**src/itoa_pkg.sv**
```systemverilog
// Package for the integer to padded ASCII formatter.
// Holds sizing constants, radix codes, ASCII codes and the digit-to-character map.
// No dependencies.
package itoa_pkg;

  localparam int MAX_WIDTH  = 64;
  localparam int VALUE_BITS = 32;
  localparam int PORT_BITS  = 32;

  localparam int BIN_DIGITS = VALUE_BITS;
  localparam int OCT_DIGITS = (VALUE_BITS + 2) / 3;
  localparam int HEX_DIGITS = (VALUE_BITS + 3) / 4;
  localparam int DEC_DIGITS = (VALUE_BITS * 30103 + 99999) / 100000;

  localparam int WORK_W  = DEC_DIGITS * 4;
  localparam int ND_W    = $clog2(VALUE_BITS + 1);
  localparam int BIT_W   = $clog2(VALUE_BITS);
  localparam int CNT_W   = ($clog2(MAX_WIDTH + 1) > 7) ? $clog2(MAX_WIDTH + 1) : 7;

  localparam logic [1:0] BASE_BIN = 2'd0;
  localparam logic [1:0] BASE_OCT = 2'd1;
  localparam logic [1:0] BASE_DEC = 2'd2;
  localparam logic [1:0] BASE_HEX = 2'd3;

  localparam logic [6:0] CH_ZERO    = 7'h30;
  localparam logic [6:0] CH_UPPER_A = 7'h41;
  localparam logic [6:0] CH_LOWER_A = 7'h61;
  localparam logic [6:0] CH_MINUS   = 7'h2d;
  localparam logic [6:0] CH_SPACE   = 7'h20;
  localparam logic [3:0] DIGIT_TEN  = 4'd10;

  function automatic logic [6:0] digit_char(input logic [3:0] d, input logic up);
    logic [6:0] base_c;
    base_c = up ? CH_UPPER_A : CH_LOWER_A;
    if (d < DIGIT_TEN) begin
      digit_char = CH_ZERO + {3'b000, d};
    end else begin
      digit_char = base_c + {3'b000, d - DIGIT_TEN};
    end
  endfunction

endpackage

```
**src/integer_to_padded_ascii.sv**
```systemverilog
// Integer to padded ASCII formatter, top level.
// Converts one magnitude per input transfer into a stream of ASCII characters.
// Depends on itoa_pkg.
//
// Usage:
//   Input channel (in_valid_i/in_ready_o) carries the magnitude, radix select,
//   sign flag, field width and the left-adjust, zero-pad and upper-case flags.
//   Output channel (out_valid_o/out_ready_i) carries one character per transfer,
//   leftmost first, with last_o set on the final character of the number.
//   in_ready_o is high only while the block is idle; one number is in flight.
// Sequencing:
//   Decimal runs a shift-and-add-3 loop over the VALUE_BITS (32) input bits; other
//   radices skip it. A leading-zero strip then drops leading zero digits while at
//   least one digit remains. After that one character leaves per cycle while
//   out_ready_i is high; the next number is not taken until the last one is sent.
//   An item is 1 to MAX_WIDTH = 64 characters long.
// Reset:
//   rst_ni clears the sequencer to idle; no output is pending after reset.
// Stalls:
//   A low out_ready_i holds the current character and the sequencer; nothing is
//   dropped and the next number waits until the last character is transferred.
module integer_to_padded_ascii
  import itoa_pkg::*;
(
  input  logic                 clk_i,
  input  logic                 rst_ni,
  input  logic                 in_valid_i,
  output logic                 in_ready_o,
  input  logic [PORT_BITS-1:0] value_i,
  input  logic [1:0]           base_select_i,
  input  logic                 negative_i,
  input  logic [6:0]           field_width_i,
  input  logic                 left_adjust_i,
  input  logic                 zero_pad_i,
  input  logic                 upper_case_i,
  output logic                 out_valid_o,
  input  logic                 out_ready_i,
  output logic [6:0]           character_o,
  output logic                 last_o
);

  typedef enum logic [5:0] {
    ST_IDLE   = 6'b000001,
    ST_DABBLE = 6'b000010,
    ST_NORM   = 6'b000100,
    ST_PAD    = 6'b001000,
    ST_SIGN   = 6'b010000,
    ST_DIGIT  = 6'b100000
  } state_e;

  state_e                  state_q, state_d;
  logic [WORK_W-1:0]       work_q, work_d;
  logic [VALUE_BITS-1:0]   shreg_q, shreg_d;
  logic [BIT_W-1:0]        bit_cnt_q, bit_cnt_d;
  logic [ND_W-1:0]         nd_q, nd_d;
  logic [CNT_W-1:0]        pad_q, pad_d;
  logic [CNT_W-1:0]        fw_q, fw_d;
  logic [1:0]              base_q, base_d;
  logic                    neg_q, neg_d;
  logic                    ladj_q, ladj_d;
  logic                    zmode_q, zmode_d;
  logic                    upper_q, upper_d;

  logic [VALUE_BITS-1:0]   val;
  logic [CNT_W-1:0]        fw_ext;
  logic [CNT_W-1:0]        body;
  logic [CNT_W-1:0]        pad_calc;
  logic [3:0]              top4;
  logic [3:0]              top_digit;
  logic [WORK_W-1:0]       work_shift;
  logic [WORK_W-1:0]       work_adj;
  logic                    in_xfer;
  logic                    out_xfer;
  logic                    norm_done;

  assign val      = value_i[VALUE_BITS-1:0];
  assign fw_ext   = CNT_W'(field_width_i);
  assign in_xfer  = in_valid_i && in_ready_o;
  assign out_xfer = out_valid_o && out_ready_i;

  assign top4 = work_q[WORK_W-1 -: 4];

  always_comb begin
    case (base_q)
      BASE_BIN: begin
        top_digit  = {3'b000, top4[3]};
        work_shift = work_q << 1;
      end
      BASE_OCT: begin
        top_digit  = {1'b0, top4[3:1]};
        work_shift = work_q << 3;
      end
      default: begin
        top_digit  = top4;
        work_shift = work_q << 4;
      end
    endcase
  end

  always_comb begin
    for (int k = 0; k < DEC_DIGITS; k++) begin
      work_adj[k*4 +: 4] = (work_q[k*4 +: 4] > 4'd4) ? work_q[k*4 +: 4] + 4'd3
                                                      : work_q[k*4 +: 4];
    end
  end

  assign norm_done = (nd_q == ND_W'(1)) || (top_digit != 4'd0);
  assign body      = CNT_W'(nd_q) + CNT_W'(neg_q);
  assign pad_calc  = (fw_q > body) ? fw_q - body : '0;

  always_comb begin
    state_d   = state_q;
    work_d    = work_q;
    shreg_d   = shreg_q;
    bit_cnt_d = bit_cnt_q;
    nd_d      = nd_q;
    pad_d     = pad_q;
    fw_d      = fw_q;
    base_d    = base_q;
    neg_d     = neg_q;
    ladj_d    = ladj_q;
    zmode_d   = zmode_q;
    upper_d   = upper_q;

    case (state_q)
      ST_IDLE: begin
        if (in_xfer) begin
          base_d    = base_select_i;
          neg_d     = negative_i;
          ladj_d    = left_adjust_i;
          zmode_d   = zero_pad_i && !left_adjust_i;
          upper_d   = upper_case_i;
          fw_d      = (fw_ext > CNT_W'(MAX_WIDTH)) ? CNT_W'(MAX_WIDTH) : fw_ext;
          shreg_d   = val;
          bit_cnt_d = BIT_W'(VALUE_BITS - 1);
          case (base_select_i)
            BASE_BIN: begin
              work_d  = WORK_W'(val) << (WORK_W - BIN_DIGITS);
              nd_d    = ND_W'(BIN_DIGITS);
              state_d = ST_NORM;
            end
            BASE_OCT: begin
              work_d  = WORK_W'(val) << (WORK_W - OCT_DIGITS * 3);
              nd_d    = ND_W'(OCT_DIGITS);
              state_d = ST_NORM;
            end
            BASE_HEX: begin
              work_d  = WORK_W'(val) << (WORK_W - HEX_DIGITS * 4);
              nd_d    = ND_W'(HEX_DIGITS);
              state_d = ST_NORM;
            end
            default: begin
              work_d  = '0;
              nd_d    = ND_W'(DEC_DIGITS);
              state_d = ST_DABBLE;
            end
          endcase
        end
      end
      ST_DABBLE: begin
        work_d  = {work_adj[WORK_W-2:0], shreg_q[VALUE_BITS-1]};
        shreg_d = shreg_q << 1;
        if (bit_cnt_q == '0) begin
          state_d = ST_NORM;
        end else begin
          bit_cnt_d = bit_cnt_q - BIT_W'(1);
        end
      end
      ST_NORM: begin
        if (norm_done) begin
          pad_d = pad_calc;
          if (ladj_q) begin
            state_d = neg_q ? ST_SIGN : ST_DIGIT;
          end else if (zmode_q) begin
            state_d = neg_q ? ST_SIGN : ((pad_calc != '0) ? ST_PAD : ST_DIGIT);
          end else begin
            state_d = (pad_calc != '0) ? ST_PAD : (neg_q ? ST_SIGN : ST_DIGIT);
          end
        end else begin
          work_d = work_shift;
          nd_d   = nd_q - ND_W'(1);
        end
      end
      ST_PAD: begin
        if (out_xfer) begin
          pad_d = pad_q - CNT_W'(1);
          if (pad_q == CNT_W'(1)) begin
            if (ladj_q) begin
              state_d = ST_IDLE;
            end else if (zmode_q) begin
              state_d = ST_DIGIT;
            end else begin
              state_d = neg_q ? ST_SIGN : ST_DIGIT;
            end
          end
        end
      end
      ST_SIGN: begin
        if (out_xfer) begin
          state_d = (zmode_q && (pad_q != '0)) ? ST_PAD : ST_DIGIT;
        end
      end
      ST_DIGIT: begin
        if (out_xfer) begin
          work_d = work_shift;
          nd_d   = nd_q - ND_W'(1);
          if (nd_q == ND_W'(1)) begin
            state_d = (ladj_q && (pad_q != '0)) ? ST_PAD : ST_IDLE;
          end
        end
      end
      default: begin
        state_d = ST_IDLE;
      end
    endcase
  end

  always_ff @(posedge clk_i or negedge rst_ni) begin
    if (!rst_ni) begin
      state_q <= ST_IDLE;
    end else begin
      state_q <= state_d;
    end
  end

  always_ff @(posedge clk_i) begin
    work_q    <= work_d;
    shreg_q   <= shreg_d;
    bit_cnt_q <= bit_cnt_d;
    nd_q      <= nd_d;
    pad_q     <= pad_d;
    fw_q      <= fw_d;
    base_q    <= base_d;
    neg_q     <= neg_d;
    ladj_q    <= ladj_d;
    zmode_q   <= zmode_d;
    upper_q   <= upper_d;
  end

  assign in_ready_o  = (state_q == ST_IDLE);
  assign out_valid_o = (state_q == ST_PAD) || (state_q == ST_SIGN) || (state_q == ST_DIGIT);

  always_comb begin
    case (state_q)
      ST_PAD: begin
        character_o = zmode_q ? CH_ZERO : CH_SPACE;
        last_o      = ladj_q && (pad_q == CNT_W'(1));
      end
      ST_SIGN: begin
        character_o = CH_MINUS;
        last_o      = 1'b0;
      end
      ST_DIGIT: begin
        character_o = digit_char(top_digit, upper_q);
        last_o      = (nd_q == ND_W'(1)) && !(ladj_q && (pad_q != '0));
      end
      default: begin
        character_o = CH_SPACE;
        last_o      = 1'b0;
      end
    endcase
  end

  a_ready_excl: assert property (@(posedge clk_i) disable iff (!rst_ni)
    !(in_ready_o && out_valid_o))
    else $error("input ready while a character is pending");

  a_last_idle: assert property (@(posedge clk_i) disable iff (!rst_ni)
    (out_valid_o && out_ready_i && last_o) |=> in_ready_o)
    else $error("block not idle after last character");

  a_digit_cnt: assert property (@(posedge clk_i) disable iff (!rst_ni)
    (state_q == ST_DIGIT) |-> (nd_q != '0))
    else $error("digit phase with no digits left");

  a_pad_cnt: assert property (@(posedge clk_i) disable iff (!rst_ni)
    (state_q == ST_PAD) |-> (pad_q != '0))
    else $error("pad phase with no padding left");

endmodule

```
**config.mk**
```make
export PLATFORM = sky130hd
export DESIGN_NAME = integer_to_padded_ascii
export DESIGN_NICKNAME = d
export VERILOG_FILES = /design/src/itoa_pkg.sv /design/src/integer_to_padded_ascii.sv
export SDC_FILE = /design/constraint.sdc
export NUM_CORES = 1
export LEC_CHECK = 0
export BUFFER_PORTS_ARGS = -buffer_cell sky130_fd_sc_hd__buf_2
export CORE_MARGIN = 5
export CORE_UTILIZATION = 40
export CTS_CLUSTER_SIZE = 14
export DETAILED_ROUTE_END_ITERATION = 10
export PLACE_DENSITY = 0.61
export REMOVE_ABC_BUFFERS = 1
export SYNTH_ARGS = -nofsm -noshare
export SYNTH_HDL_FRONTEND = slang
export SYNTH_SLANG_ARGS = --single-unit
export TNS_END_PERCENT = 100
```
**constraint.sdc**
```tcl
create_clock -name clk_i -period 12.45 [get_ports clk_i]
set_clock_uncertainty 0.05 [all_clocks]
set_input_delay 0.6225 -clock clk_i [delete_from_list [all_inputs] [get_ports clk_i]]
set_output_delay 0.6225 -clock clk_i [all_outputs]
set_load 0.01 [all_outputs]
```
* Word-level counts from Yosys, hierarchy flattened
Index checks and enable logic that the tools add are counted.
** Word-level totals
- Bits in registers :: 109
- Bits of input ports :: 49
- Output and inout bits :: 10
- Logic and storage cells :: 151
** Operators by class
- Add/sub/neg operators :: 18
- Order comparisons :: 13
- Equal/unequal tests :: 21
- Mux-type cells :: 56
- Reductions and logical operators :: 31
** Operators by type and width (number)
- 40-bit case mux with 2 select lines :: 2
- 40-bit case mux with 4 select lines :: 1
- 6-bit two-way mux :: 21
- 40-bit two-way mux :: 3
- 32-bit case mux with 2 select lines :: 1
- 4-bit by 3-bit > comparator with 1-bit output, second input constant :: 10
- 4-bit two-way mux :: 10
- 4-bit by 2-bit adder with 4-bit output, second input constant :: 9
- 6-bit case mux with 3 select lines :: 2
- 6-bit case mux with 6 select lines :: 1
- 32-bit two-way mux :: 1
- 7-bit two-way mux :: 4
- 7-bit case mux with 3 select lines :: 1
- 2-bit != test, second input constant :: 8
- 5-bit two-way mux :: 3
- 7-bit case mux with 2 select lines :: 1
- 7-bit nonzero test :: 2
- 6-bit by 1-bit == test with 1-bit output, second input constant :: 2
- 5-bit case mux with 2 select lines :: 1
- 4-bit case mux with 2 select lines :: 1
- 4-bit AND reduction :: 2
- 8-bit AND reduction :: 1
- 4-bit nonzero test :: 2
- 6-bit by 1-bit adder with 7-bit output :: 1
- other kinds (33) :: 49

* Depth between registers and ports, before layout
Gate-level depths: netlist of the first run.
- Depth after elaboration :: 10
- Mapped depth :: 11
- Gate-level depth less buffers :: 11

* Worst setup path before layout of the first run
Ideal clock, no wire load.
- Path type :: register to register
- Start :: register base_q[0]
- End :: register work_q[0] (enable)
- Arrival time :: 3.665 ns
- Data required time :: 11.949 ns
- Setup slack :: 8.284 ns
- Cell stages (with the launch flop) :: 9
- Path buffers :: 2
- Period minus slack after synthesis :: 4.166 ns
- Path through :: edfxtp_1 clkbuf_1 nor2b_1 clkbuf_1 a22oi_1 ha_1 a31oi_1 or2_2 a21oi_1
** Between the ends
- Cells in the longest elaborated chain, start to end :: 6
** RTL lines
- start: declaration :: line integer_to_padded_ascii.sv:58 : logic [1:0] base_q, base_d;
- start signal: assignment :: line integer_to_padded_ascii.sv:233 : base_q <= base_d;
- 2-bit by 1-bit == test with 1-bit output / 2-bit logical NOT (equally long branches) :: line integer_to_padded_ascii.sv:84 : case (base_q)
- 4-bit case mux with 2 select lines * :: line integer_to_padded_ascii.sv:84
- 4-bit nonzero test * :: line integer_to_padded_ascii.sv:107 : assign norm_done = (nd_q == ND_W'(1)) || (top_digit != 4'd0);
- 1-bit logical OR * :: line integer_to_padded_ascii.sv:107
- 2-bit != test (no source line) *
- 4-bit AND reduction (no source line) *
- end signal: assignment :: line integer_to_padded_ascii.sv:227 : work_q <= work_d;
- end: declaration :: line integer_to_padded_ascii.sv:52 : logic [WORK_W-1:0] work_q, work_d;
Mark *: on every way between the ends. The rest lies on a longest branch, timed or not.
A chain may end at the register's enable or synchronous reset.

* Final worst setup path of the first run
- Start :: register base_q[0]
- End :: output port character_o[2]
** Between the ends
- Cells in the longest elaborated chain, start to end :: 6
** RTL lines
- 2-bit by 1-bit == test with 1-bit output / 2-bit logical NOT (equally long branches) :: line integer_to_padded_ascii.sv:84
- 4-bit case mux with 2 select lines * :: line integer_to_padded_ascii.sv:84
- 4-bit subtractor :: line itoa_pkg.sv:38 : digit_char = base_c + {3'b000, d - DIGIT_TEN};
- 7-bit by 4-bit adder with 7-bit output :: line itoa_pkg.sv:38
- 7-bit two-way mux * :: line itoa_pkg.sv:35 : if (d < DIGIT_TEN) begin
- 7-bit case mux with 3 select lines * :: line integer_to_padded_ascii.sv:244 : case (state_q)
- end: declaration :: line integer_to_padded_ascii.sv:38 : output logic [6:0] character_o,
Marked as above.

==> out/qor.yml, run 1 <==
ys_warn_count: 0
start_util_pct: 40.48
end_kind: "output port"
wire_per_inst_um: 16.38
synth_edf_count: 103
clkTransAtPathRegs_ns: 0.07
dieArea_mm2: 0.02165
crit_type: "register to output port"
synthCells: 819
drive_above_1_share_pct: 12.50
placed_cell_area_mm2: 0.008013
cts_tree: "done"
rr_startpoint: "base_q[0]"
ys.flop_type: "edfxtp_1"
finalNonFillerCells: 1090
drv_slew: 0
dp_cells: 1074
synth.area.top_cells: "edfxtp_1 (41%), nand2_1 (7.4%), ha_1 (5.5%), a22oi_1 (4.5%), mux2i_1 (4.1%)"
synth.cell_area_mm2: 0.007522
path_max_fanout: 35
worst_slew_pin_slew_ns: 0.7802
fmax_mhz: 267.0
min_period_over_period_pct: 30.08
grt_usage_pct: 16.40
r2r_cells: 8
period_needed_ns: 3.745
post_synth_num_cell_types: 61
setup_tns_ns: 0
drt_iter0_markers: 349
fp.dieH_um: 147.1
hold_violations: 0
dr.pass1.iters: 5
cp-start-kind: "register"
syn_area_per_cell_um2: 9.185
holdCritPathClass: "input port to async pin"
cts-resized-gates: 0
die-width_um: 147.1
critical_path_arrival_ns: 3.07
total_power_mw: 2.134
n_antenna_cell: 0
slew_headroom_pct: 47.86
post-place-ws_ns: 9.059
postLayoutCellArea_mm2: 0.008327
p_leak_nw: 3.299
cts-root-buf: "clkbuf_16"
rsz0062_at_grt: "no"
async_flop_share_pct: 5.505
powerDensity_mw_per_mm2: 256.3
status: "finished, final reports clean"
reg2reg_to: "state_q[5]"
synth_commonest_cells: "nand2_1 (149), edfxtp_1 (103), o21ai_0 (61)"
setup_viol: 0
gp_congestion: 0.7947
cts_made_buffers: 9
htree_num_levels: 3
area_growth_pct: 10.70
cts.sink_count: 109
vias: 6050
synth_seq_area_share_pct: 43.13
maxCapViolCount: 0
post-dp-hpwl_um: 11900
synth_most_common_cell: "nand2_1"
synth_seq_cells: 109
grt_pass1_vias: 5749
grt_overflow: 0
cts_setup_buffers: 0
top_level_ports: 59
netlist.area_leader.share_pct: 41.12
yosys.area.top_type: "edfxtp_1"
antenna_left: 0
worst_slack_ns: 8.705
clk_latency_ns: 0.36
std_cell_rows: 50
holdBufCountCts: 0
drc: 0
rrSetupSlack_ns: 9.10
cp.required_ns: 11.78
grt_max_degree: 78
antenna_found_initial: 0
vdd_drop_max_v: 0.0001563
cts_buffer_depth: 2
grt_pass1_wl_um: 29130
coreArea_mm2: 0.01858
viasPerCell: 5.550
nets: 934
routed_wl_um: 17860
port_buffers: 58
cells in the final DEF, fill, tap and decap left out, types with 11 or more instances in the layout:
master and n:
nand2_1 148, edfxtp_1 103, o21ai_0 61, buf_2 58, a21oi_1 55, inv_1 50
a22oi_1 45, nor2_1 38, ha_1 33, mux2i_1 31, o221ai_1 21, xnor2_1 17
nor3_1 15, nand3_1 14, nor2b_1 12, xor2_1 12, o22ai_1 11
power by group:
group	switching, mW	leakage, nW	internal (mW)
Clock	0.138	0.151	0.176
Combinational	0.623	2.11	0.389
Sequential	0.162	1.04	0.646
logic make-up (layout without fill, tap and decap cells):
| logic type | after synthesis | count (layout) | synth area share [%] |
|---|---|---|---|
| AO/OA/AOI/OAI | 234 | 234 | 20.19 |
| XOR/XNOR | 29 | 29 | 3.377 |
| adder cells (fa/ha/maj) | 34 | 34 | 5.755 |
| buffers and inverters | 97 | 134 | 5.073 |
| flip-flops | 109 | 109 | 43.13 |
| multiplexers | 31 | 31 | 4.125 |
| AND/OR/NAND/NOR | 285 | 285 | 18.35 |
metrics by stage:
stage / hold slack (ns) / util [%]
3_3_place_gp: 0.4103 / 43.12
5_1_grt: 0.02941 / 44.81
4_1_cts: 0.01255 / 44.81
6_report: 0.02718 / 44.81
2_1_floorplan: 0.2769 / -
3_5_place_dp: 0.4066 / 43.12
sequential cells by signal, summed over array words and instances (netlist names), 2 cells and up:
name       flops
pad_q          7
bit_cnt_q      5
fw_q           7
shreg_q       32
base_q         2
work_q        40
nd_q           6
state_q        6
critical path, stage by stage, from the launching register on:
cell      delay (ns)
edfxtp_1        0.33
buf_4           0.46
nor2b_1         0.66
a22oi_1         0.33
ha_1            0.40
xnor2_1         0.17
a21oi_1         0.08
o21ai_0         0.13
buf_2           0.16
cell type report:
cell class                 instances  area [µm²]
timing repair buffer              68       365.4
sequential                       109        3244
clock inverter                     6       85.08
multi-input combinational        613        3923
clock buffer                      10       229.0
fill                            1836       10250
inverter                          50       187.7
tap                              234       292.8
worst max-delay path by stage:
stage | start | end | cells after the start
4_1_cts | base_q[0] | character_o[2] | 8
3_5_place_dp | base_q[0] | character_o[2] | 8
2_1_floorplan | base_q[1] | work_q[0] | 6
3_3_place_gp | base_q[0] | character_o[2] | 8
6_report | base_q[0] | character_o[2] | 8
5_1_grt | base_q[0] | character_o[2] | 8
layer usage:
layer	share of wire [%]	vias to the layer above	GRT usage [%]
li1	-	3078	-
met3	3.2	21	2.159
met4	1.7	0	5.965
met2	44	117	25.69
met1	51	2834	23.33
met5	0	-	0
Note: power is estimated with default switching activity, not from simulation.
==> run 2: changes to the inputs <==
Settings changed: PLACE_DENSITY 0.61 to 0.63.
Clock period 12.45 ns to 3.4 ns, I/O delays scaled along.
==> run 2 against run 1 <==
Critical path type is now register to register. Combinational power increased to 3.7 times the previous value. Worst hold slack better by 0.0056 ns. Sequential power increased to 3.7 times the previous value. Sequential cell count unchanged. Global-route usage increased by 0.33 points.
==> out/qor.yml, run 2 (synthesized netlist as in run 1, its figures left out) <==
largest_reg_flops: 40  # unchanged
top_level_ports: 59  # unchanged
layout_common_cells: "nand2_1 (148), edfxtp_1 (103), o21ai_0 (61)"  # unchanged
multi_input_area_mm2: 0.003923  # unchanged
fill_cells: 1787  # was 1,836
drt_iter0_markers: 395  # was 349
drc: 0  # unchanged
mostFrequentLayoutCell: "nand2_1"  # unchanged
power_frac_seq_pct: 37.5  # was 37.8%
cts.sink_count: 109  # unchanged
p_switching_mw: 3.377  # was 0.9229 mW
gp_congestion: 0.8250  # was 0.7947
min_period_over_period_pct: 92.97
die-width_um: 147.1  # unchanged
hold_violations: 0  # unchanged
dr.pass1.iters: 5  # unchanged
vias: 6140  # was 6,050
rsz0062_at_grt: "no"  # unchanged
cp.required_ns: 3.60  # was 11.78 ns
path_max_fanout: 5  # was 35
nets: 945  # was 934
std_cell_rows: 50  # unchanged
critPathSlowestCell: "or4_1"  # was nor2b_1
p_int_mw: 4.507  # was 1.211 mW
end_kind: "register"  # was output port
worst_slew_pin_slew_ns: 0.7789  # was 0.7802 ns
htree_num_levels: 3  # unchanged
slew_headroom_pct: 47.84  # was 47.86%
holdCritPathClass: "input port to register"  # was input port to async pin
grt_overflow: 0  # unchanged
comb_power_share_pct: 47.6  # was 47.4%
grt_pass1_vias: 5815  # was 5,749
dp_cells: 1078  # was 1,074
cts_buffer_depth: 2  # unchanged
fmax_mhz: 316.4
setup_viol: 0  # unchanged
vdd_drop_max_v: 0.0004471  # was 0.0001563 V
drive_above_1_share_pct: 12.80  # was 12.50%
clkTransAtPathRegs_ns: 0.08  # was 0.07 ns
cts_tree: "done"  # unchanged
regMostFlops: "work_q"  # unchanged
area_growth_pct: 12.26  # was 10.70%
antenna_found_initial: 0  # unchanged
status: "finished, final reports clean"  # unchanged
post-dp-hpwl_um: 12050  # was 11,900 µm
period_needed_ns: 3.161
antenna_left: 0  # unchanged
cts_made_buffers: 9  # unchanged
cp-start-kind: "register"  # unchanged
grt_max_degree: 68  # was 78
viasPerCell: 5.577  # was 5.550
slowest_delay_ns: 0.57  # was 0.66 ns
critical_path_arrival_ns: 3.37  # was 3.07 ns
coreArea_mm2: 0.01858  # unchanged
clk_latency_ns: 0.36  # about the same
powerDensity_mw_per_mm2: 933.6  # was 256.3 mW/mm²
regArea_mm2: 0.003244  # unchanged
dieArea_mm2: 0.02165  # unchanged
clock_power_share_pct: 14.8  # was 14.7%
finalNonFillerCells: 1101  # was 1,090
cts-resized-gates: 0  # unchanged
setup_tns_ns: 0  # unchanged
crit_chain: "ha_1 -> ha_1 -> nand3_1 -> xor2_1 -> ha_1 -> a21oi_2 -> nand2_1 -> or2_1 -> xor2_1 -> or4_1 -> a31o_1"  # was buf_4 -> nor2b_1 -> a22oi_1 -> ha_1 -> xnor2_1 -> a21oi_1 -> o21ai_0 -> buf_2
swShare_pct: 42.83  # was 43.24%
path_common_cell: "ha_1"
crit_type: "register to register"  # was register to output port
grt_pass1_wl_um: 29950  # was 29,130 µm
drv_slew: 0  # unchanged
p_leak_nw: 3.353  # was 3.299 nW
fin_hold_ws_ns: 0.03276  # was 0.02718 ns
cts-root-buf: "clkbuf_16"  # unchanged
fp.dieH_um: 147.1  # unchanged
grt_usage_pct: 16.73  # was 16.40%
routed_wl_um: 17850  # was 17,860 µm
port_buffers: 58  # unchanged
top_regs: "work_q (40), shreg_q (32)"  # unchanged
start_util_pct: 40.48  # unchanged
maxCapViolCount: 0  # unchanged
n_antenna_cell: 0  # unchanged
wire_per_inst_um: 16.21  # was 16.38 µm
-- run 2: worst max-delay path: cells and delay by family (launching register included) --
kind | cells | cell delay, ns
fa+ha+maj | 3 | 0.80
xor+xnor | 2 | 0.33
compound gates | 2 | 0.40
flops | 1 | 0.49
simple gates | 4 | 1.00
-- run 2: final timing paths --
| check | startpoint | depth (start not counted) | slack, ns | to |
|---|---|---|---|---|
| worst max-delay path | neg_q | 11 | 0.24 | state_q[3] |
| max in group asynchronous | rst_ni | 2 | 2.97 | state_q[0] |
| worst min register to register | shreg_q[21] | 2 | 0.46 | shreg_q[22] |
| min in group asynchronous | rst_ni | 2 | 0.11 | state_q[4] |
| worst max register to register | neg_q | 11 | 0.24 | state_q[3] |
| worst min-delay path | field_width_i[6] | 1 | 0.03 | fw_q[6] |
-- run 2: per-stage QoR --
step,util [%],setup WS (ns),power [mW],instance area (µm²)
after floorplan,-,-1.751,5.634,7328
after global placement,43.35,0.3215,6.681,8055
after detailed placement,43.35,0.2742,6.730,8055
after CTS,45.45,0.2533,7.922,8444
after global routing,45.45,0.1066,8.550,8444
final,45.45,0.2391,7.884,8444
-- run 2: metal layers --
layer,wire length [µm],vias up,track usage (%)
met5,0,-,0
met4,262,0,5.033
met3,863,18,2.437
met2,7971,152,25.39
met1,8752,2867,24.78
li1,-,3103,-
-- run 2: final cells by class --
type	count	area share (%)
clock inverter	4	0.8594
sequential	109	38.42
tap	234	3.467
multi-input combinational	613	46.45
clock buffer	12	2.919
timing repair buffer	79	5.660
inverter	50	2.223
-- run 2: timing repair --
| action | CTS | global route |
|---|---|---|
| buffers inserted | 0 | 0 |
| hold buffers | 7 | 0 |
| endpoints found under the hold margin | 12 | 0 |
-- run 2: power by group through the flow --
stage                     combinational [mW]  sequential [mW]  clock (mW)
final                                   3.76             2.96        1.17
after global routing                    4.24             3.05        1.26
after CTS                               3.77             2.95        1.20
after detailed placement                3.76             2.97           0
after global placement                  3.70             2.98           0
after floorplan                         2.74             2.89           0
==> run 3: changes to the inputs <==
--- a/constraint.sdc
+++ b/constraint.sdc
@@ -4,2 +4,2 @@
 set_output_delay 0.17 -clock clk_i [all_outputs]
-set_load 0.01 [all_outputs]
+set_load 0.005 [all_outputs]
==> run 3 against run 2 <==
Combinational power barely moved. Total power fell by 1.6%. Sequential power is essentially flat. Non-clock buffer count unchanged. Cell area is 0.40% lower. Register-to-register slack better by 0.02 ns. Clock power fell by 11%. Global-route usage down 0.17 points. Via count grew 0.62%. First-iteration DRC count rose by 11%. Critical endpoint unchanged. Largest power group unchanged. Highest routed layer unchanged.
==> out/qor.yml, run 3 (synthesized netlist as in run 1, its figures left out) <==
area_growth_pct: 11.81  # was 12.26%
drt_iter0_markers: 437  # was 395
gp_congestion: 0.8250  # unchanged
setup_viol: 0  # unchanged
largest_reg_flops: 40  # unchanged
post-dp-hpwl_um: 12060  # was 12,050 µm
mostFrequentLayoutCell: "nand2_1"  # unchanged
cts_buffer_depth: 2  # unchanged
critPathSlowestCell: "or4_1"  # unchanged
worst_slew_pin_slew_ns: 0.7883  # was 0.7789 ns
maxCapViolCount: 0  # unchanged
postLayoutCellArea_mm2: 0.008411  # was 0.008444 mm²
top_regs: "work_q (40), shreg_q (32)"  # unchanged
htree_num_levels: 3  # unchanged
grt_pass1_wl_um: 29720  # was 29,950 µm
cts-root-buf: "clkbuf_16"  # unchanged
port_buffers: 58  # unchanged
regMostFlops: "work_q"  # unchanged
cp.required_ns: 3.60  # about the same
fin_hold_ws_ns: 0.03190  # was 0.03276 ns
antenna_left: 0  # unchanged
start_util_pct: 40.48  # unchanged
std_cell_rows: 50  # unchanged
routed_wl_um: 17940  # was 17,850 µm
min_period_over_period_pct: 92.35  # was 92.97%
top_level_ports: 59  # unchanged
slowest_delay_ns: 0.57  # about the same
cts.sink_count: 109  # unchanged
die-width_um: 147.1  # unchanged
crit_type: "register to register"  # unchanged
drive_above_1_share_pct: 13.03  # was 12.80%
clkTransAtPathRegs_ns: 0.08  # about the same
holdCritPathClass: "input port to register"  # unchanged
p_leak_nw: 3.335  # was 3.353 nW
powerDensity_mw_per_mm2: 922.1  # was 933.6 mW/mm²
cts_setup_buffers: 0  # unchanged
vdd_drop_max_v: 0.0004378  # was 0.0004471 V
critPathTopFamily: "simple AND/OR/NAND/NOR gates"  # unchanged
layout_common_cells: "nand2_1 (148), edfxtp_1 (103), o21ai_0 (61)"  # unchanged
critical_path_arrival_ns: 3.34  # was 3.37 ns
antenna_found_initial: 0  # unchanged
fp.dieH_um: 147.1  # unchanged
path_max_fanout: 5  # unchanged
grt_max_degree: 68  # unchanged
path_common_cell: "ha_1"  # unchanged
drc: 0  # unchanged
vias: 6178  # was 6,140
coreArea_mm2: 0.01858  # unchanged
viasPerCell: 5.611  # was 5.577
status: "finished, final reports clean"  # unchanged
nets: 945  # unchanged
cts_tree: "done"  # unchanged
slew_headroom_pct: 47.21  # was 47.84%
crit_chain: "ha_1 -> ha_1 -> nand3_1 -> xor2_1 -> ha_1 -> a21oi_2 -> nand2_1 -> or2_1 -> xor2_1 -> or4_1 -> a31o_1"  # unchanged
grt_usage_pct: 16.57  # was 16.73%
fmax_mhz: 318.5  # was 316.4 MHz
drv_slew: 0  # unchanged
grt_pass1_vias: 5898  # was 5,815
path_buf_inv: 0  # unchanged
wire_per_inst_um: 16.29  # was 16.21 µm
dieArea_mm2: 0.02165  # unchanged
cp-start-kind: "register"  # unchanged
hold_violations: 0  # unchanged
rsz0062_at_grt: "no"  # unchanged
placed_cell_area_mm2: 0.008055  # unchanged
period_needed_ns: 3.140  # was 3.161 ns
end_kind: "register"  # unchanged
grt_overflow: 0  # unchanged
n_antenna_cell: 0  # unchanged
cts_made_buffers: 9  # unchanged
clk_latency_ns: 0.36  # about the same
dr.pass1.iters: 5  # unchanged
## run 3: worst register-to-register path, stage by stage (launching register included)
cell      delay [ns]
edfxtp_1        0.48
ha_1            0.26
ha_1            0.22
nand3_1         0.10
xor2_1          0.15
ha_1            0.31
a21oi_2         0.17
nand2_1         0.08
or2_1           0.25
xor2_1          0.17
or4_1           0.57
a31o_1          0.23
## run 3: through the flow
stage               util, %  total power, mW  setup WS [ns]  instances  TNS (ns)
CTS                   45.27            7.797         0.2724       1101         0
floorplan                 -            5.625         -1.751        772    -70.28
global route          45.27            8.422         0.1069       1101         0
finish                45.27            7.755         0.2601       1101         0
global placement      43.35            6.672         0.3216       1078         0
detailed placement    43.35            6.725         0.2942       1078         0
## run 3: path summary, 6_finish.rpt
path,startpoint,to,slack (ns),cells past startpoint
max in group asynchronous,rst_ni,state_q[0],2.95,2
min,field_width_i[6],fw_q[6],0.03,1
max,neg_q,state_q[3],0.26,11
min in group asynchronous,rst_ni,state_q[4],0.12,2
min reg2reg,shreg_q[5],shreg_q[6],0.46,2
max reg2reg,neg_q,state_q[3],0.26,11
## run 3: repair_timing
action / in CTS / in global routing
hold buffers: 7 / 0
hold endpoints to repair: 12 / 0
gates resized for setup: 0 / 0
## run 3: cell type report
| type | count | area, µm² |
|---|---|---|
| clock buffers | 10 | 239.0 |
| multi-input cells | 613 | 3923 |
| clock inverters | 6 | 46.29 |
| fillers | 1797 | 10170 |
| well taps | 234 | 292.8 |
| flip-flops and latches | 109 | 3244 |
| repair buffers | 79 | 478.0 |
| inverters | 50 | 187.7 |
## run 3: metal layers
layer / wire [µm] / vias to the layer above / GRT usage (%)
li1: - / 3104 / -
met1: 9022 / 2926 / 24.05
met2: 8071 / 131 / 25.71
met3: 639 / 17 / 2.714
met4: 202 / 0 / 4.520
met5: 0 / - / 0
## run 3: power by group
group          internal, mW  switching [mW]  leakage (nW)  total (mW)
Clock                 0.523           0.516         0.135        1.04
Sequential             2.36           0.601          1.04        2.96
Combinational          1.48            2.27          2.16        3.76
